==> src/hw/rtl/planar_dead_reckoning_assert.svh <==
// Assertion macros shared by the dead reckoning RTL.
// Each macro expects signals named clock and reset in the module that uses it.
`ifndef PLANAR_DEAD_RECKONING_ASSERT_SVH
`define PLANAR_DEAD_RECKONING_ASSERT_SVH

`ifndef SYNTH
// cond implies prop in the same cycle
`define PDR_ASSERT_IMP(label, cond, prop) \
   label: assert property (@(posedge clock) disable iff (reset) (cond) |-> (prop)) \
      else $error("%m: check failed");
// cond implies prop in the next cycle
`define PDR_ASSERT_NXT(label, cond, prop) \
   label: assert property (@(posedge clock) disable iff (reset) (cond) |=> (prop)) \
      else $error("%m: check failed");
`else
`define PDR_ASSERT_IMP(label, cond, prop)
`define PDR_ASSERT_NXT(label, cond, prop)
`endif

`endif

==> src/hw/rtl/pdr_pkg.sv <==
// Package for the planar dead reckoning block: widths, constants, tables, types.
// No dependencies.
`timescale 1ns / 1ps
`default_nettype none

package pdr_pkg;

   localparam int STAMP_W           = 62;
   localparam int VEL_W             = 32;
   localparam int QUAT_W            = 32;
   localparam int TURN_W            = 32;
   localparam int DT_W              = 32;
   localparam int ANGLE_BITS_DEF    = 32;
   localparam int POSITION_BITS_DEF = 48;

   // CORDIC datapath
   localparam int CORDIC_STEPS = 30;
   localparam int IDX_W        = 5;
   localparam int CORDIC_W     = 34;
   localparam int ZETA_W       = 33;
   localparam logic [29:0] CORDIC_START = 30'd652032874;
   localparam logic [30:0] HALF_PI_Q30  = 31'd1686629713;

   // Bit-serial units
   localparam int SERIAL_W   = 64;
   localparam int SER_CNT_W  = 6;
   localparam int QUOT_W     = 35;
   localparam int REM_W      = 30;
   localparam logic [REM_W-1:0] NS_PER_S   = 30'd1000000000;
   localparam logic [63:0]      PHASE_GAIN = 64'd6304776848116587966;

   // Shared multiplier
   localparam int MOP_W  = 34;
   localparam int MPRD_W = 66;

   typedef enum logic [2:0] {
      ST_IDLE,
      ST_SINCOS_OLD,
      ST_MUL,
      ST_SERIAL,
      ST_UPDATE,
      ST_TURN,
      ST_SINCOS_NEW,
      ST_EMIT
   } pdr_state_type;

   typedef enum logic [2:0] {
      MS_VXC,
      MS_VYS,
      MS_VXS,
      MS_VYC,
      MS_RATE,
      MS_DX,
      MS_DY,
      MS_LAUNCH
   } pdr_mul_step_type;

   typedef struct packed {
      logic                     done;
      logic signed [QUAT_W-1:0] sin_q;
      logic signed [QUAT_W-1:0] cos_q;
   } pdr_sincos_type;

   // arctan(2^-i) in Q30
   function automatic logic [29:0] atan_q30(input logic [IDX_W-1:0] idx);
      logic [29:0] val;
      case (idx)
         5'd0:    val = 30'd843314857;
         5'd1:    val = 30'd497837829;
         5'd2:    val = 30'd263043837;
         5'd3:    val = 30'd133525159;
         5'd4:    val = 30'd67021687;
         5'd5:    val = 30'd33543516;
         5'd6:    val = 30'd16775851;
         5'd7:    val = 30'd8388437;
         5'd8:    val = 30'd4194283;
         5'd9:    val = 30'd2097149;
         5'd10:   val = 30'd1048576;
         5'd11:   val = 30'd524288;
         5'd12:   val = 30'd262144;
         5'd13:   val = 30'd131072;
         5'd14:   val = 30'd65536;
         5'd15:   val = 30'd32768;
         5'd16:   val = 30'd16384;
         5'd17:   val = 30'd8192;
         5'd18:   val = 30'd4096;
         5'd19:   val = 30'd2048;
         5'd20:   val = 30'd1024;
         5'd21:   val = 30'd512;
         5'd22:   val = 30'd256;
         5'd23:   val = 30'd128;
         5'd24:   val = 30'd64;
         5'd25:   val = 30'd32;
         5'd26:   val = 30'd16;
         5'd27:   val = 30'd8;
         5'd28:   val = 30'd4;
         5'd29:   val = 30'd2;
         default: val = 30'd0;
      endcase
      return val;
   endfunction

endpackage

`default_nettype wire

==> src/hw/rtl/pdr_cordic.sv <==
// Iterative CORDIC: sine and cosine of a 32-bit turn fraction, one rotation per cycle.
// Depends on pdr_pkg.
`timescale 1ns / 1ps
`default_nettype none

module pdr_cordic (
   input  wire logic                          clock,
   input  wire logic                          reset,
   input  wire logic                          start,
   input  wire logic [pdr_pkg::TURN_W-1:0]    turn,
   output pdr_pkg::pdr_sincos_type            result
);

   logic                                 busy_ff, busy_in;
   logic                                 done_ff, done_in;
   logic [pdr_pkg::IDX_W-1:0]            idx_ff, idx_in;
   logic [1:0]                           quad_ff, quad_in;
   logic signed [pdr_pkg::CORDIC_W-1:0]  x_ff, x_in, y_ff, y_in;
   logic signed [pdr_pkg::ZETA_W-1:0]    z_ff, z_in;
   logic signed [pdr_pkg::QUAT_W-1:0]    sin_ff, sin_in, cos_ff, cos_in;
   logic signed [pdr_pkg::CORDIC_W-1:0]  xs, ys;
   logic signed [pdr_pkg::ZETA_W-1:0]    ang;
   logic [60:0]                          zprod;
   logic                                 last;

   // control
   always_ff @(posedge clock) begin
      if (reset) begin
         busy_ff <= 1'b0;
         done_ff <= 1'b0;
      end else begin
         busy_ff <= busy_in;
         done_ff <= done_in;
      end
   end

   // datapath
   always_ff @(posedge clock) begin
      idx_ff  <= idx_in;
      quad_ff <= quad_in;
      x_ff    <= x_in;
      y_ff    <= y_in;
      z_ff    <= z_in;
      sin_ff  <= sin_in;
      cos_ff  <= cos_in;
   end

   // load the angle on start, rotate once per cycle while busy
   always_comb begin
      zprod   = 61'(turn[29:0]) * 61'(pdr_pkg::HALF_PI_Q30);
      xs      = x_ff >>> idx_ff;
      ys      = y_ff >>> idx_ff;
      ang     = signed'({3'b000, pdr_pkg::atan_q30(idx_ff)});
      last    = busy_ff && (idx_ff == pdr_pkg::IDX_W'(pdr_pkg::CORDIC_STEPS - 1));
      busy_in = busy_ff;
      idx_in  = idx_ff;
      quad_in = quad_ff;
      x_in    = x_ff;
      y_in    = y_ff;
      z_in    = z_ff;
      if (start) begin
         busy_in = 1'b1;
         idx_in  = '0;
         quad_in = turn[31:30];
         x_in    = signed'(pdr_pkg::CORDIC_W'(pdr_pkg::CORDIC_START));
         y_in    = '0;
         z_in    = signed'({2'b00, zprod[60:30]});
      end else if (busy_ff) begin
         if (!z_ff[pdr_pkg::ZETA_W-1]) begin
            x_in = x_ff - ys;
            y_in = y_ff + xs;
            z_in = z_ff - ang;
         end else begin
            x_in = x_ff + ys;
            y_in = y_ff - xs;
            z_in = z_ff + ang;
         end
         idx_in = idx_ff + 1'b1;
         if (last) begin
            busy_in = 1'b0;
         end
      end
   end

   // fold the quadrant back in on the final rotation
   always_comb begin
      done_in = last;
      sin_in  = sin_ff;
      cos_in  = cos_ff;
      if (last) begin
         case (quad_ff)
            2'd0: begin
               sin_in = y_in[31:0];
               cos_in = x_in[31:0];
            end
            2'd1: begin
               sin_in = x_in[31:0];
               cos_in = 32'(-y_in);
            end
            2'd2: begin
               sin_in = 32'(-y_in);
               cos_in = 32'(-x_in);
            end
            default: begin
               sin_in = 32'(-x_in);
               cos_in = y_in[31:0];
            end
         endcase
      end
   end

   assign result.done  = done_ff;
   assign result.sin_q = sin_ff;
   assign result.cos_q = cos_ff;

endmodule

`default_nettype wire

==> config.mk <==
export PLATFORM = sky130hd
export DESIGN_NAME = pdr_cordic
export DESIGN_NICKNAME = d
export VERILOG_FILES = /design/src/hw/rtl/planar_dead_reckoning_assert.svh /design/src/hw/rtl/pdr_pkg.sv /design/src/hw/rtl/pdr_cordic.sv
export SDC_FILE = /design/constraint.sdc
export NUM_CORES = 2
export LEC_CHECK = 0
export ABC_CLOCK_PERIOD_IN_PS = 13200
export BUFFER_PORTS_ARGS = -buffer_cell sky130_fd_sc_hd__buf_4
export CAP_MARGIN = 10
export CORE_MARGIN = 8
export CORE_UTILIZATION = 60
export CTS_BUF_LIST = sky130_fd_sc_hd__clkbuf_8
export CTS_CLUSTER_DIAMETER = 30
export DETAILED_ROUTE_END_ITERATION = 8
export HOLD_SLACK_MARGIN = 0.15
export PLACE_DENSITY_LB_ADDON = 0.2
export SETUP_SLACK_MARGIN = 0.05
export SYNTH_ARGS = -nofsm -noshare
export SYNTH_HDL_FRONTEND = slang
export SYNTH_SLANG_ARGS = --single-unit
==> constraint.sdc <==
create_clock -name clock -period 13.2 [get_ports clock]
set_input_delay 1.32 -clock clock [delete_from_list [all_inputs] [get_ports clock]]
set_output_delay 1.32 -clock clock [all_outputs]
set_load 0.02 [all_outputs]
# Word-level counts from Yosys, hierarchy flattened
# Memories as Yosys holds them, arrays and structs flattened. A register that Yosys moved wholly into a read port is not among the register bits.
# Cells that the tools add are included.
# word_totals
ff_bits,174
romBits,960
inputBits,35
out_inout_bits,65
memories,1
# op_classes
addsub,9
mul,1
n_eq_ne,3
shift,2
muxes,16
reduce_logical,3
# memory_table
name,words,width,read_ports,rd_clocked_by_memory_dff,wr,line_no,source
(name not given),32,30,1,1,0,pdr_pkg.sv:67,case (idx)
# ops
cell,n
34-bit 2-to-1 mux,6
32-bit case mux with 3 select lines,2
34-bit adder,2
34-bit by 5-bit >>> shifter with 34-bit output,2
34-bit subtractor,2
32-bit negation,2
31-bit 2-to-1 mux,2
30-bit by 31-bit multiplier with 61-bit output (second input constant),1
33-bit by 31-bit adder with 33-bit output,1
33-bit 2-to-1 mux,1
33-bit by 31-bit subtractor with 33-bit output,1
5-bit 2-to-1 mux,2
5-bit by 1-bit adder with 5-bit output (second input constant),1
5-bit equality test (second input constant),1
1-bit 2-to-1 mux,3
2-bit by 1-bit equality test with 1-bit output (second input constant),1
2-bit equality test (second input constant),1
2-bit zero test,1
2-bit nonzero test,1
1-bit logical AND,1

# Depth between registers and ports, before layout
# depth
depth_word,7
depth_mapped,32
mapped_depth_nobuf,29

# Least setup slack after synthesis
# No wires, ideal clock.
# synth_path
path_kind,in2reg
start,in turn[16] (netlist bit)
end,"reg z_ff[20] (netlist bit), data pin"
t_arrival_ns,8.452
required_ns,12.931
setup_slack_ns,4.479
cell_stages,27
n_path_buf,0
path_cell_list,inv_1 -> fa_1 -> fa_1 -> inv_1 -> fa_1 -> inv_1 -> fa_1 -> fa_1 -> inv_1 -> fa_1 -> fa_1 -> inv_1 -> fa_1 -> inv_1 -> ha_1 -> a21o_1 -> a21o_1 -> a21o_1 -> a211o_1 -> o211ai_1 -> o21ai_0 -> a21oi_1 -> o211ai_1 -> a2111oi_0 -> o41ai_1 -> xnor2_1 -> mux2i_1
# synth_between
elab_chain_len,2
# synth_rtl
item,line_no,source
from (decl),pdr_cordic.sv:10,"input wire logic [pdr_pkg::TURN_W-1:0] turn,"
30-bit by 31-bit multiplier with 61-bit output,pdr_cordic.sv:50,zprod = 61'(turn[29:0]) * 61'(pdr_pkg::HALF_PI_Q30);
31-bit 2-to-1 mux,pdr_cordic.sv:61,if (start) begin
"net z_in, one bit",pdr_cordic.sv:19,"logic signed [pdr_pkg::ZETA_W-1:0] z_ff, z_in;"
to (signal assigned),pdr_cordic.sv:43,z_ff <= z_in;
to (decl),pdr_cordic.sv:19,
# The timed path passes the listed nets, and every way through them passes these cells.
# A chain may end at the register's enable or synchronous reset.

# Worst setup path after layout
# layout_path
start,reg idx_ff[0] (netlist bit)
end,"reg cos_ff[31] (netlist bit), data pin"
# layout_between
elab_chain_len,7
word_cells_on_any_way,15
# layout_rtl
item,line_no,source
from (decl),pdr_cordic.sv:16,"logic [pdr_pkg::IDX_W-1:0] idx_ff, idx_in;"
from (signal assigned),pdr_cordic.sv:39,idx_ff <= idx_in;
"34-bit by 5-bit >>> shifter with 34-bit output, on equally long branches","pdr_cordic.sv:52, pdr_cordic.sv:51",
34-bit subtractor (tied with other cells),pdr_cordic.sv:70,x_in = x_ff - ys;
34-bit 2-to-1 mux,pdr_cordic.sv:69,if (!z_ff[pdr_pkg::ZETA_W-1]) begin
34-bit 2-to-1 mux,pdr_cordic.sv:68,end else if (busy_ff) begin
34-bit 2-to-1 mux,pdr_cordic.sv:61,
"32-bit negation, on equally long branches","pdr_cordic.sv:102, pdr_cordic.sv:98",
32-bit case mux with 3 select lines (*),pdr_cordic.sv:91,case (quad_ff)
to (signal assigned),pdr_cordic.sv:45,cos_ff <= cos_in;
to (decl),pdr_cordic.sv:20,"logic signed [pdr_pkg::QUAT_W-1:0] sin_ff, sin_in, cos_ff, cos_in;"
# Mark *: on every way between the ends. The rest lies on a longest branch, timed or not.

==> flow_metrics.py <==
metrics = {
    "sta": {
        "hold_viol_final": 0,
        "clock_skew_ns": 0.0691,
        "worst_slew_pin_slew_ns": 1.17,
        "grt_setup_unrepaired": "no",
        "slew_violations": 0,
        "max_slew_margin_pct": 21.9,
        "timing.final.crit_share_pct": 69.9,
        "min_period_ns": 9.23,
        "finalSetupTns_ns": 0,
        "setup_viol_count_final": 0,
        "fmax_mhz": 108,
    },
    "logic_synthesis": {
        "netlist_area_sq_um": 37100,
        "synth_edf_count": 97,
        "synth_top_area_cell": "fa_1",
        "synth_area_leaders": "fa_1, ha_1, edfxtp_1, inv_1, dfxtp_1",
        "async_reset_ff_share_pct": 0,
        "yosysWarnings": 0,
        "synth.distinct_cells": 111,
        "synth_ff_type": "dfxtp_1",
        "synth_top_area_share_pct": 18.1,
        "syn_avg_cell_area_sq_um": 8.91,
        "ys_ff_latch": 204,
        "netlist_instances": 4169,
        "yosysSeqAreaShare_pct": 13.6,
        "syn-num-nets": 5009,
    },
    "floorplanning": {
        "start_util_pct": 60.4,
        "io_pins": 100,
        "die_w_um": 265,
        "coreArea_sq_um": 61500,
        "die_area_sq_um": 70100,
        "die_h_um": 265,
        "rows": 91,
    },
    "worst_setup_path": {
        "crit_type": "flop to flop",
        "startpoint_type": "flop",
        "cp_max_fo": 53,
        "cp-end-kind": "flop",
        "cpMaxStageDelayCell": "a2111oi_1",
        "crit_start": "idx_ff[0]",
        "crit_chain": "buf_4 -> inv_2 -> mux4_2 -> mux2_2 -> a211oi_1 -> nand4_1 -> nor4_1 -> nor2_1 -> xnor2_1 -> ha_1 -> nand2_1 -> nor2_1 -> nand2_1 -> a2111oi_1 -> o21ai_0 -> a32o_1 -> and4bb_1 -> nor4b_1 -> and3_1 -> nand3b_1 -> mux2_1 -> a211o_1",
        "cp.required_ns": 13.61,
        "r2r-start": "idx_ff[0]",
        "crit_arrival_ns": 9.63,
        "max_stage_delay_ns": 1.00,
    },
    "cts": {
        "cts_buffers": 57,
        "clk_latency_ns": 0.68,
        "clk_pin_slew_ns": 0.06,
        "cts_resized": 0,
        "cts_buffer_depth": 3,
        "cts_sinks": 204,
        "post-cts-setup-buffers": 0,
        "root_buffer": "clkbuf_8",
        "cts_tree": "done",
        "cts_hold_buf": 0,
        "cts.htree.levels": 2,
    },
    "placement": {
        "dpl.hpwl_um": 97300,
        "portBuffers": 99,
        "gp_congestion": 1.08,
    },
    "job": {
        "drv_cap": 0,
    },
    "route": {
        "wl_met2_um": 51200,
        "wl_met3_um": 13500,
        "highest_layer": "met5",
        "drc": 0,
        "via_per_inst": 6.48,
        "drt-met1-wl_um": 51200,
        "dr.pass1.iters": 6,
        "drt-initial-drc-count": 3896,
        "via_count": 32500,
        "post_drt_wl_per_cell_um": 24.1,
        "detail-route-antenna-nets": 0,
        "drt-total-wl_um": 121000,
    },
    "grt": {
        "grt.total_usage_pct": 33.8,
        "grt_max_degree": 80,
        "grt_pass1_wl_um": 186000,
        "antenna_found_initial": 2,
        "grt_pass1_vias": 31200,
        "grt_overflow": 0,
    },
    "cells_and_area": {
        "num-nets-final": 5017,
        "drive_above_1_share_pct": 10.4,
        "n_fill_cell": 5228,
        "area_growth_pct": 7.18,
    },
    "outcome": {
        "outcome": "finished clean",
    },
    "min_path": {
        "hold_path_class": "flop to flop",
        "hold_start": "z_ff[31]",
    },
}
cells by family after synthesis:
family | after synthesis | share of synthesized area (%)
buffers and inverters | 779 | 8.38
and+or+nand+nor | 966 | 12.6
adders and majority gates | 805 | 33.9
muxes | 218 | 9.12
DFF | 204 | 13.6
AOI/OAI and AO/OA | 973 | 17.1
xor gates and xnor gates | 224 | 5.28
registers in the layout, indices dropped and copies added (netlist names):
register / flops
x_ff: 34
y_ff: 34
z_ff: 33
cos_ff: 32
sin_ff: 32
ang: 30
idx_ff: 5
quad_ff: 2
busy_ff: 1
done_ff: 1
layout make-up:
class / instances / area (sq um) / share of cell area (%)
diodes: 1 / 2.50 / 0.00629
clock buffers: 61 / 840 / 2.11
clock inverters: 47 / 643 / 1.62
inverters: 586 / 2200 / 5.53
multi-input cells: 3186 / 29000 / 72.8
flip-flops and latches: 204 / 5070 / 12.7
well taps: 790 / 988 / 2.48
repair buffers: 142 / 1070 / 2.68
placed cells by master (no fill, tap or decap), types with 47 or more instances in the layout:
master	count
a21o_1	67
a21oi_1	283
a31oi_1	47
buf_4	142
clkbuf_8	61
dfxtp_1	100
edfxtp_1	97
fa_1	335
ha_1	470
inv_1	579
mux2i_1	83
mux4_2	92
nand2_1	305
nand3_1	57
nor2_1	269
nor3_1	68
o21ai_0	176
xnor2_1	143
xor2_1	81
metrics by stage:
step / setup WS (ns) / cell area [sq um] / cells / hold slack (ns) / utilization, %
2_1_floorplan: 4.48 / 37100 / 4169 / 0.432 / -
3_3_place_gp: 3.84 / 38300 / 4908 / 0.450 / 62.3
3_5_place_dp: 3.70 / 38300 / 4908 / 0.467 / 62.3
4_1_cts: 4.36 / 39800 / 5016 / 0.482 / 64.7
5_1_grt: 3.39 / 39800 / 5017 / 0.522 / 64.7
6_report: 3.97 / 39800 / 5017 / 0.482 / 64.7
worst paths after layout:
check	slack, ns	end	depth (start not counted)
max reg2reg	3.97	cos_ff[31]	22
min reg2reg	0.48	z_ff[31]	2
max	3.97	cos_ff[31]	22
min	0.48	z_ff[31]	2
critical path, delay by kind of cell, from the launching register on:
kind	cells	cell delay, ns
AOI/OAI and AO/OA	5	2.73
and+or+nand+nor	10	2.58
buffers and inverters	2	1.16
muxes	3	1.30
adders and majority gates	1	0.39
DFF	1	0.61
xor gates and xnor gates	1	0.18
per-layer routing:
layer	global-route usage, %	vias up
met4	12.5	2
met1	48.0	15700
met2	49.9	1822
met3	8.07	294
met5	0	-
li1	-	14700
synth_stat cells, drive strengths merged (57+ instances only):
library cell / instances
inv: 583
ha: 470
fa: 335
nand2: 305
a21oi: 285
nor2: 271
o21ai: 212
xnor2: 143
clkbuf: 108
dfxtp: 107
edfxtp: 97
mux4: 92
buf: 85
mux2i: 83
xor2: 81
nor3: 71
a21o: 67
nand3: 57
Power is not shown: default switching activity piles up to over one toggle a cycle in this logic, so the estimate is an artifact.
