[src/hw/rtl/planar_dead_reckoning_assert.svh]
// Assertion macros shared by the dead reckoning RTL.
// Each macro expects signals named clock and reset in the module that uses it.
`ifndef PLANAR_DEAD_RECKONING_ASSERT_SVH
`define PLANAR_DEAD_RECKONING_ASSERT_SVH

`ifndef SYNTH
// cond implies prop in the same cycle
`define PDR_ASSERT_IMP(label, cond, prop) \
   label: assert property (@(posedge clock) disable iff (reset) (cond) |-> (prop)) \
      else $error("%m: check failed");
// cond implies prop in the next cycle
`define PDR_ASSERT_NXT(label, cond, prop) \
   label: assert property (@(posedge clock) disable iff (reset) (cond) |=> (prop)) \
      else $error("%m: check failed");
`else
`define PDR_ASSERT_IMP(label, cond, prop)
`define PDR_ASSERT_NXT(label, cond, prop)
`endif

`endif

[src/hw/rtl/pdr_pkg.sv]
// Package for the planar dead reckoning block: widths, constants, tables, types.
// No dependencies.
`timescale 1ns / 1ps
`default_nettype none

package pdr_pkg;

   localparam int STAMP_W           = 62;
   localparam int VEL_W             = 32;
   localparam int QUAT_W            = 32;
   localparam int TURN_W            = 32;
   localparam int DT_W              = 32;
   localparam int ANGLE_BITS_DEF    = 32;
   localparam int POSITION_BITS_DEF = 48;

   // CORDIC datapath
   localparam int CORDIC_STEPS = 30;
   localparam int IDX_W        = 5;
   localparam int CORDIC_W     = 34;
   localparam int ZETA_W       = 33;
   localparam logic [29:0] CORDIC_START = 30'd652032874;
   localparam logic [30:0] HALF_PI_Q30  = 31'd1686629713;

   // Bit-serial units
   localparam int SERIAL_W   = 64;
   localparam int SER_CNT_W  = 6;
   localparam int QUOT_W     = 35;
   localparam int REM_W      = 30;
   localparam logic [REM_W-1:0] NS_PER_S   = 30'd1000000000;
   localparam logic [63:0]      PHASE_GAIN = 64'd6304776848116587966;

   // Shared multiplier
   localparam int MOP_W  = 34;
   localparam int MPRD_W = 66;

   typedef enum logic [2:0] {
      ST_IDLE,
      ST_SINCOS_OLD,
      ST_MUL,
      ST_SERIAL,
      ST_UPDATE,
      ST_TURN,
      ST_SINCOS_NEW,
      ST_EMIT
   } pdr_state_type;

   typedef enum logic [2:0] {
      MS_VXC,
      MS_VYS,
      MS_VXS,
      MS_VYC,
      MS_RATE,
      MS_DX,
      MS_DY,
      MS_LAUNCH
   } pdr_mul_step_type;

   typedef struct packed {
      logic                     done;
      logic signed [QUAT_W-1:0] sin_q;
      logic signed [QUAT_W-1:0] cos_q;
   } pdr_sincos_type;

   // arctan(2^-i) in Q30
   function automatic logic [29:0] atan_q30(input logic [IDX_W-1:0] idx);
      logic [29:0] val;
      case (idx)
         5'd0:    val = 30'd843314857;
         5'd1:    val = 30'd497837829;
         5'd2:    val = 30'd263043837;
         5'd3:    val = 30'd133525159;
         5'd4:    val = 30'd67021687;
         5'd5:    val = 30'd33543516;
         5'd6:    val = 30'd16775851;
         5'd7:    val = 30'd8388437;
         5'd8:    val = 30'd4194283;
         5'd9:    val = 30'd2097149;
         5'd10:   val = 30'd1048576;
         5'd11:   val = 30'd524288;
         5'd12:   val = 30'd262144;
         5'd13:   val = 30'd131072;
         5'd14:   val = 30'd65536;
         5'd15:   val = 30'd32768;
         5'd16:   val = 30'd16384;
         5'd17:   val = 30'd8192;
         5'd18:   val = 30'd4096;
         5'd19:   val = 30'd2048;
         5'd20:   val = 30'd1024;
         5'd21:   val = 30'd512;
         5'd22:   val = 30'd256;
         5'd23:   val = 30'd128;
         5'd24:   val = 30'd64;
         5'd25:   val = 30'd32;
         5'd26:   val = 30'd16;
         5'd27:   val = 30'd8;
         5'd28:   val = 30'd4;
         5'd29:   val = 30'd2;
         default: val = 30'd0;
      endcase
      return val;
   endfunction

endpackage

`default_nettype wire

[src/hw/rtl/pdr_phase_mul.sv]
// Bit-serial shift-add multiply by the phase gain, keeping the upper 64 product bits.
// Depends on pdr_pkg.
`timescale 1ns / 1ps
`default_nettype none

module pdr_phase_mul (
   input  wire logic                          clock,
   input  wire logic                          reset,
   input  wire logic                          start,
   input  wire logic [pdr_pkg::SERIAL_W-1:0]  mag,
   output logic                               done,
   output logic [pdr_pkg::SERIAL_W-1:0]       product_hi
);

   logic                               busy_ff, busy_in;
   logic                               done_ff, done_in;
   logic [pdr_pkg::SER_CNT_W-1:0]      cnt_ff, cnt_in;
   logic [pdr_pkg::SERIAL_W-1:0]       mplr_ff, mplr_in;
   logic [pdr_pkg::SERIAL_W-1:0]       acc_ff, acc_in;
   logic [pdr_pkg::SERIAL_W:0]         sum;
   logic                               last;

   always_ff @(posedge clock) begin
      if (reset) begin
         busy_ff <= 1'b0;
         done_ff <= 1'b0;
      end else begin
         busy_ff <= busy_in;
         done_ff <= done_in;
      end
   end

   always_ff @(posedge clock) begin
      cnt_ff  <= cnt_in;
      mplr_ff <= mplr_in;
      acc_ff  <= acc_in;
   end

   // add the gain for the low multiplier bit, then drop one low bit
   always_comb begin
      sum     = {1'b0, acc_ff} + (mplr_ff[0] ? {1'b0, pdr_pkg::PHASE_GAIN}
                                              : {(pdr_pkg::SERIAL_W + 1){1'b0}});
      last    = busy_ff && (cnt_ff == pdr_pkg::SER_CNT_W'(pdr_pkg::SERIAL_W - 1));
      busy_in = busy_ff;
      cnt_in  = cnt_ff;
      mplr_in = mplr_ff;
      acc_in  = acc_ff;
      done_in = last;
      if (start) begin
         busy_in = 1'b1;
         cnt_in  = '0;
         mplr_in = mag;
         acc_in  = '0;
      end else if (busy_ff) begin
         cnt_in  = cnt_ff + 1'b1;
         mplr_in = {1'b0, mplr_ff[pdr_pkg::SERIAL_W-1:1]};
         acc_in  = sum[pdr_pkg::SERIAL_W:1];
         if (last) begin
            busy_in = 1'b0;
         end
      end
   end

   assign done       = done_ff;
   assign product_hi = acc_ff;

endmodule

`default_nettype wire

[config.mk]
export PLATFORM = sky130hd
export DESIGN_NAME = pdr_phase_mul
export DESIGN_NICKNAME = d
export VERILOG_FILES = /design/src/hw/rtl/planar_dead_reckoning_assert.svh /design/src/hw/rtl/pdr_pkg.sv /design/src/hw/rtl/pdr_phase_mul.sv
export SDC_FILE = /design/constraint.sdc
export NUM_CORES = 1
export LEC_CHECK = 0
export BUFFER_PORTS_ARGS = -buffer_cell sky130_fd_sc_hd__buf_2
export CAP_MARGIN = 15
export CORE_ASPECT_RATIO = 1.5
export CORE_MARGIN = 10
export CORE_UTILIZATION = 45
export DETAILED_ROUTE_END_ITERATION = 6
export PLACE_DENSITY = 0.66
export SYNTH_ARGS = -nofsm -noshare
export SYNTH_HDL_FRONTEND = slang
export SYNTH_SLANG_ARGS = --single-unit
[constraint.sdc]
create_clock -name clock -period 4.6 [get_ports clock]
set_input_delay 0.92 -clock clock [delete_from_list [all_inputs] [get_ports clock]]
set_output_delay 0.92 -clock clock [all_outputs]
set_load 0.01 [all_outputs]
Word-level counts from Yosys, hierarchy flattened
Index checks and enable logic that the tools add are counted.
{"block": "word_totals", "regBits": 136, "latchBits": 0, "ramBits": 0, "rom_bits": 0, "inputBits": 67, "output_inout_bits": 65, "word_cells": 16, "mem_count": 0}
{"block": "op_classes", "add_sub_neg": 2, "n_mul": 0, "div": 0, "magnitude_cmp": 0, "n_eq_ne": 1, "n_shift": 0, "mux": 6, "bitwise_logic": 0, "reduce_logical": 2}
{"operator": "$mux 64", "n": 2}
{"operator": "$add 64x63->65", "n": 1}
{"operator": "$mux 63", "n": 1}
{"operator": "$add 6x1->6 const B", "n": 1}
{"operator": "$eq 6x6->1 const B", "n": 1}
{"operator": "$mux 1", "n": 3}
{"operator": "$reduce_bool 2->1", "n": 1}
{"operator": "$logic_and 1x1->1", "n": 1}

Longest topological paths before layout
Gate-level depths: netlist of run 1.
{"block": "logic_depth", "word_depth": 5, "mapped_depth": 12, "depth_no_buf": 11}

Worst setup path before layout of run 1
Ideal clock, no wire load.
{"block": "synth_path", "path_kind": "register -> register", "from": "reg mplr_ff[0] (netlist name)", "to": "reg acc_ff, in the netlist product_hi[56]", "setup_time_ns": 0.062, "t_arrival_ns": 3.285, "t_required_ns": 4.538, "path_slack_ns": 1.253, "path_stages_with_launch": 12, "n_path_buf": 0, "synth_period_minus_slack_ns": 3.347, "cell_sequence": "edfxtp_1 ha_1 fa_1 a211oi_1 o211ai_1 nand4_1 nand2_1 a2111oi_2 o21bai_1 a21o_1 a2111o_1 nand3_1"}
{"block": "synth_via", "elab_chain_cells": 2}
{"element": "start, declared", "line": "pdr_phase_mul.sv:18", "source": "logic [pdr_pkg::SERIAL_W-1:0] mplr_ff, mplr_in;"}
{"element": "start signal, assigned", "line": "pdr_phase_mul.sv:35", "source": "mplr_ff <= mplr_in;"}
{"element": "$mux 63", "line": "pdr_phase_mul.sv:41", "source": "sum = {1'b0, acc_ff} + (mplr_ff[0] ? {1'b0, pdr_pkg::PHASE_GAIN}"}
{"element": "$add 64x63->65", "line": "pdr_phase_mul.sv:41"}
{"element": "end signal, assigned", "line": "pdr_phase_mul.sv:36", "source": "acc_ff <= acc_in;"}
{"element": "end, declared", "line": "pdr_phase_mul.sv:19", "source": "logic [pdr_pkg::SERIAL_W-1:0] acc_ff, acc_in;"}
No other way between the ends.
A chain may end at the register's enable or synchronous reset.

Worst setup path in the final report of run 1
{"block": "layout_path", "from": "reg mplr_ff[0] (netlist name)", "to": "reg acc_ff, in the netlist product_hi[39]"}
The elaborated chain is that of the path after synthesis.

==> results.py, run 1 <==
metrics = {
    "synth": {
        "syn_nets": 885,
        "synthTopCellsByArea": "edfxtp_1 (25%), dfxtp_1 (19%), mux2_2 (9.2%)",
        "yosysTopAreaCell": "edfxtp_1",
        "synth_most_common_cell": "nor2_1",
        "syn_area_sq_um": 7740,
        "syn_area_per_cell_sq_um": 9.89,
        "synth_edf_count": 64,
        "synth_common_cells": "nor2_1 (76), dfxtp_1 (72), edfxtp_1 (64)",
        "yosys.area.top_type_share_pct": 24.8,
        "yosysSeqAreaShare_pct": 43.4,
        "synth.ff_latch_count": 136,
        "netlist_instances": 783,
        "synth_flop_cell": "dfxtp_1",
        "ys_warn_count": 0,
        "synthArstFlopShare_pct": 0,
        "ys_types": 73,
    },
    "cts": {
        "cts_tree": "done",
        "cts_buffer_depth": 2,
        "htree_levels": 4,
        "numCtsBuffers": 17,
        "cts_setup_buffers": 0,
        "cts_hold_buf": 0,
        "clk_latency_ps": 420,
        "ctsResizeCount": 0,
        "path_clk_slew_ps": 70,
        "cts-root-buf": "clkbuf_16",
        "cts_num_sinks": 136,
    },
    "route": {
        "drtPass1Iterations": 5,
        "antenna_left": 0,
        "vias": 6464,
        "routedWlPerCell_um": 18.1,
        "routed_wl_um": 20400,
        "viasPerCell": 5.75,
        "drt_iter0_drc": 393,
        "drc": 0,
    },
    "sta": {
        "hold_viol_final": 0,
        "maxSlewHeadroom_pct": 32.3,
        "finalCritPeriodShare_pct": 79.1,
        "finalClockSkew_ps": 8.11,
        "max_freq_ghz": 0.275,
        "layout_min_cycle_time_ps": 3640,
        "final-max-slew-violation-count": 0,
        "rsz0062_at_grt": "no",
        "setup_viol": 0,
        "finalSetupTns_ps": 0,
        "worst_slew_pin_slew_ps": 1010,
    },
    "run": {
        "max_cap_viol_count": 0,
    },
    "placement": {
        "hpwlAfterDp_um": 14800,
        "routabilityCongestion": 0.916,
        "placed_cells": 1090,
        "io_buffers": 131,
    },
    "critical_path": {
        "crit_path_cell_trace": "buf_4 -> ha_1 -> a21oi_1 -> o211ai_2 -> a2111oi_0 -> a211oi_2 -> a21boi_1 -> o31ai_2 -> nand2_1 -> o31ai_1 -> a32o_1",
        "crit_arrival_ps": 3950,
        "start_kind": "register",
        "cp.required_ps": 4910,
        "critPathSlowestCell": "edfxtp_1",
        "path_class": "reg -> reg",
        "worstPathMaxFanout": 24,
        "slowest_delay_ps": 640,
        "end_kind": "register",
    },
    "power": {
        "leakagePower_nw": 3.62,
        "vdd_drop_max_mv": 0.315,
        "cellPowerDensity_nw_per_um2": 381,
    },
    "global_route": {
        "grt.total_usage_pct": 17.3,
        "overflow": 0,
        "grt_pass1_vias": 6511,
        "grt_first_pass_wirelength_um": 32700,
        "grt_max_degree": 51,
        "grt_antenna_before_repair": 3,
    },
    "die": {
        "start_util_pct": 46.0,
        "die_area_sq_um": 23000,
        "ios": 132,
        "coreArea_sq_um": 16800,
        "die_h_um": 181,
        "std_cell_rows": 58,
        "die_w_um": 127,
    },
    "worst_hold_path": {
        "hp-class": "reg -> reg",
    },
    "finish": {
        "drive_gt1_share_pct": 27.4,
        "instances_no_fill": 1124,
        "final_nets": 1001,
        "area_growth_pct": 18.2,
    },
    "outcome": {
        "outcome": "complete, no violations",
    },
}
-- area by class of cell --
type                            count  area (sq um)
Clock buffer                       17           425
Fill cell                        1558          7680
Sequential cell                   136          3360
Clock inverter                     15           186
Timing Repair Buffer              138           711
Antenna cell                        2          5.00
Tap cell                          210           263
Multi-Input combinational cell    591          4140
Inverter                           15          56.3
-- per-layer routing --
metal / wire length, um / part of all wire [%] / track usage (%)
met1: 7880 / 39 / 17.8
met2: 10300 / 51 / 30.5
met3: 1430 / 7.0 / 6.10
met4: 713 / 3.5 / 7.95
met5: 21 / 0.10 / 0
-- cell usage in the layout, fill, tap and decap left out, types with 4 or more instances in the layout --
cell type	instances
buf_2	130
nor2_1	76
dfxtp_1	71
edfxtp_1	64
mux2_2	63
nand2_1	56
a21oi_1	45
o21ai_0	43
ha_1	34
nand3_1	30
xnor2_1	21
nand4_1	20
xor2_1	17
clkbuf_16	17
mux2i_1	16
nor3_1	15
inv_1	14
a211oi_1	10
a21o_1	10
nand2b_1	10
a32oi_1	10
a31oi_1	9
o21ai_1	9
buf_4	8
o21bai_1	7
o31ai_1	6
inv_6	6
o211ai_1	5
and3_1	5
and2_1	4
a21boi_0	4
o2111ai_1	4
nor2b_1	4
nor3b_1	4
-- cell families (layout without fill, tap and decap cells) --
family	Yosys count	in the layout	synth area share [%]
simple gates	244	244	15.3
compound gates	195	195	17.0
flops	136	136	43.4
mux	79	79	11.2
buf+inv	56	185	3.05
xor+xnor	38	38	4.30
fa+ha+maj	35	35	5.75
other cells	0	2	0
-- metrics by stage --
stage | total power [mW] | hold slack [ps] | worst slack [ps] | area (sq um) | utilization (%)
after detailed placement | 2.08 | 479 | 990 | 8540 | 50.7
after global placement | 2.08 | 467 | 1150 | 8540 | 50.7
after floorplan | 1.89 | 454 | 1250 | 7740 | -
after global routing | 3.64 | 505 | 677 | 9150 | 54.4
after CTS | 3.52 | 487 | 983 | 9150 | 54.3
final | 3.49 | 481 | 961 | 9150 | 54.4
-- worst max-delay path: cells and delay by family, from the launching register on --
kind                       cells  cell delay (ps)
adders and majority gates      1              340
DFF                            1              640
buffers and inverters          1              400
and+or+nand+nor                1              100
AOI/OAI and AO/OA              8             2050
-- sequential cells by signal, indices dropped and copies added (netlist names) --
register	flops
busy_ff	1
done	1
product_hi	64
mplr_ff	64
cnt_ff	6
-- power by group --
group / switching [mW] / total, mW / internal (mW)
sequential: 0.0865 / 1.47 / 1.39
combinational: 0.331 / 0.583 / 0.252
clock: 0.568 / 1.43 / 0.864
-- worst paths after layout --
kind	slack, ps	cells past startpoint	endpoint	from
max	960	11	product_hi[39]$_SDFFE_PP0P_	mplr_ff[0]$_DFFE_PP_
min reg2reg	480	2	product_hi[37]$_SDFFE_PP0P_	product_hi[37]$_SDFFE_PP0P_
min	480	2	product_hi[37]$_SDFFE_PP0P_	product_hi[37]$_SDFFE_PP0P_
max reg2reg	960	11	product_hi[39]$_SDFFE_PP0P_	mplr_ff[0]$_DFFE_PP_
No activity file was read; power rests on OpenSTA's default activity.
==> inputs of run 2 (changes only) <==
clock period = 3.35 ns   (was 4.6 ns; I/O delays follow)
==> run 2 against run 1 <==
  * Fmax grew 14%
  * Global-route usage grew 0.31 points
  * Cell area grew 1.8%
  * Core utilization grew 0.97 points
  * Clock skew shrank 1.4 ps
  * Hold slack lost 72 ps
  * First-iteration DRC count shrank 19%
  * Largest cell class unchanged
  * Largest power group unchanged
==> results.py, run 2 (synthesis results as in run 1) <==
metrics = {
    "die": {
        "die_w_um": 127,
        "ios": 132,
        "std_cell_rows": 58,
        "die_h_um": 181,
        "start_util_pct": 46.0,
        "coreArea_sq_um": 16800,
        "die_area_sq_um": 23000,
    },
    "global_route": {
        "grt_first_pass_wirelength_um": 33300,
        "grt.total_usage_pct": 17.6,
        "overflow": 0,
        "grt_pass1_vias": 6561,
        "grt_max_degree": 66,
        "grt_antenna_before_repair": 2,
    },
    "sta": {
        "hold_viol_final": 0,
        "layout_min_cycle_time_ps": 3190,
        "maxSlewHeadroom_pct": 54.4,
        "worst_slew_pin_slew_ps": 684,
        "max_freq_ghz": 0.313,
        "finalCritPeriodShare_pct": 95.3,
        "rsz0062_at_grt": "yes",
        "finalClockSkew_ps": 6.68,
        "final-max-slew-violation-count": 0,
        "finalSetupTns_ps": 0,
        "setup_viol": 0,
    },
    "route": {
        "antenna_left": 0,
        "drt_iter0_drc": 320,
        "viasPerCell": 5.65,
        "vias": 6447,
        "drc": 0,
        "drtPass1Iterations": 6,
        "routedWlPerCell_um": 17.9,
        "routed_wl_um": 20400,
    },
    "cts": {
        "numCtsBuffers": 17,
        "cts-root-buf": "clkbuf_16",
        "cts_num_sinks": 136,
        "clk_latency_ps": 420,
        "cts_hold_buf": 0,
        "cts_tree": "done",
        "path_clk_slew_ps": 60,
        "htree_levels": 4,
        "cts_buffer_depth": 2,
    },
    "power": {
        "vdd_drop_max_mv": 0.457,
        "p_sw_mw": 1.36,
        "pwr-share-clk_pct": 39.9,
        "power.total_mw": 4.75,
        "p_sw_share_pct": 28.7,
        "p_int_mw": 3.38,
        "seqPwrFrac_pct": 42.5,
        "leakagePower_nw": 3.69,
        "pwr-share-comb_pct": 17.6,
        "cellPowerDensity_nw_per_um2": 509,
    },
    "critical_path": {
        "worstPathMaxFanout": 3,
        "r2r_slack_ps": 160,
        "worstRegToRegCells": 11,
        "start_kind": "register",
        "crit_arrival_ps": 3560,
        "end_kind": "register",
        "timing.rr.start": "mplr_ff[0]$_DFFE_PP_",
        "cp.required_ps": 3720,
        "path_class": "reg -> reg",
        "r2r-end": "product_hi[56]$_SDFFE_PP0P_",
    },
    "worst_hold_path": {
        "hold_start": "reset",
        "hp-class": "in -> reg",
        "hold_depth": 2,
        "min_to": "busy_ff$_SDFF_PP0_",
    },
    "placement": {
        "routabilityCongestion": 0.919,
        "io_buffers": 131,
        "hpwlAfterDp_um": 14700,
    },
    "run": {
        "max_cap_viol_count": 0,
    },
    "finish": {
        "drive_gt1_share_pct": 29.5,
        "final_common_cell": "buf_2",
        "final_nets": 1019,
        "final_cell_mix": "buf_2 (130), nor2_1 (76), dfxtp_1 (71)",
        "area_growth_pct": 20.3,
    },
    "outcome": {
        "outcome": "complete, no violations",
    },
}
[run 2: changes by cell type in the layout (fill, tap and decap cells not counted), sizes merged]
cell,delta
buf,+18
clkinvlp,+3
bufinv,-1
clkinv,-1
diode,-1
inv,-1
[run 2: power by group through the flow]
stage	Sequential [mW]	Combinational [mW]	Clock, mW
2_1_floorplan	2.04	0.551	0
3_3_place_gp	2.05	0.819	0
3_5_place_dp	2.05	0.828	0
4_1_cts	2.02	0.832	1.94
5_1_grt	2.04	0.931	2.01
6_report	2.02	0.836	1.90
[run 2: how the worst max path moves through the flow]
stage                              start                     endpoint  slack (ps)  cells after the start
floorplan           mplr_ff[0]$_DFFE_PP_  product_hi[56]$_SDFFE_PP0P_           3                     11
global placement    mplr_ff[0]$_DFFE_PP_  product_hi[61]$_SDFFE_PP0P_          80                     12
detailed placement  mplr_ff[0]$_DFFE_PP_  product_hi[61]$_SDFFE_PP0P_          20                     12
CTS                 mplr_ff[0]$_DFFE_PP_  product_hi[61]$_SDFFE_PP0P_           5                     12
global route        mplr_ff[0]$_DFFE_PP_  product_hi[56]$_SDFFE_PP0P_         -10                     11
finish              mplr_ff[0]$_DFFE_PP_  product_hi[56]$_SDFFE_PP0P_         160                     11
[run 2: stage by stage]
step                area [sq um]  std cells  util (%)  hold WS (ps)  setup slack (ps)
global placement            8680       1107      51.5           470              81.0
finish                      9320       1141      55.3           408               157
CTS                         9270       1139      55.0           392              5.49
global route                9320       1141      55.3           402             -10.1
detailed placement          8680       1107      51.5           483              17.6
floorplan                   7740        783         -           454              3.47
[run 2: layout make-up]
cell class	count	area (sq um)
Clock buffer	17	425
Sequential cell	136	3360
Clock inverter	15	165
Tap cell	210	263
Multi-Input combinational cell	591	4180
Timing Repair Buffer	156	862
Fill cell	1564	7520
Antenna cell	1	2.50
Inverter	15	56.3
[run 2: routing by layer]
layer | up-vias | track usage, % | wire [um]
met5 | - | 0 | 13
met4 | 2 | 7.17 | 532
met3 | 38 | 6.24 | 1490
met2 | 165 | 30.2 | 10300
met1 | 3026 | 19.1 | 8030
li1 | 3216 | - | -
[run 2: repair_timing]
| item | CTS | global route |
|---|---|---|
| endpoints found under the hold margin | 0 | 0 |
| buffers inserted | 0 | 1 |
| resized for setup | 0 | 9 |
| endpoints found under the setup margin | 0 | 12 |
[run 2: worst max-delay path: stages (launching register included)]
cell and delay [ps]:
edfxtp_1 440, ha_1 260, fa_1 450, a211oi_2 280, o211ai_1 170, nand4_1 140, nand2_1 110, a2111oi_2 450
o21bai_1 170, a21o_1 240, a2111o_1 360, nand3_1 70
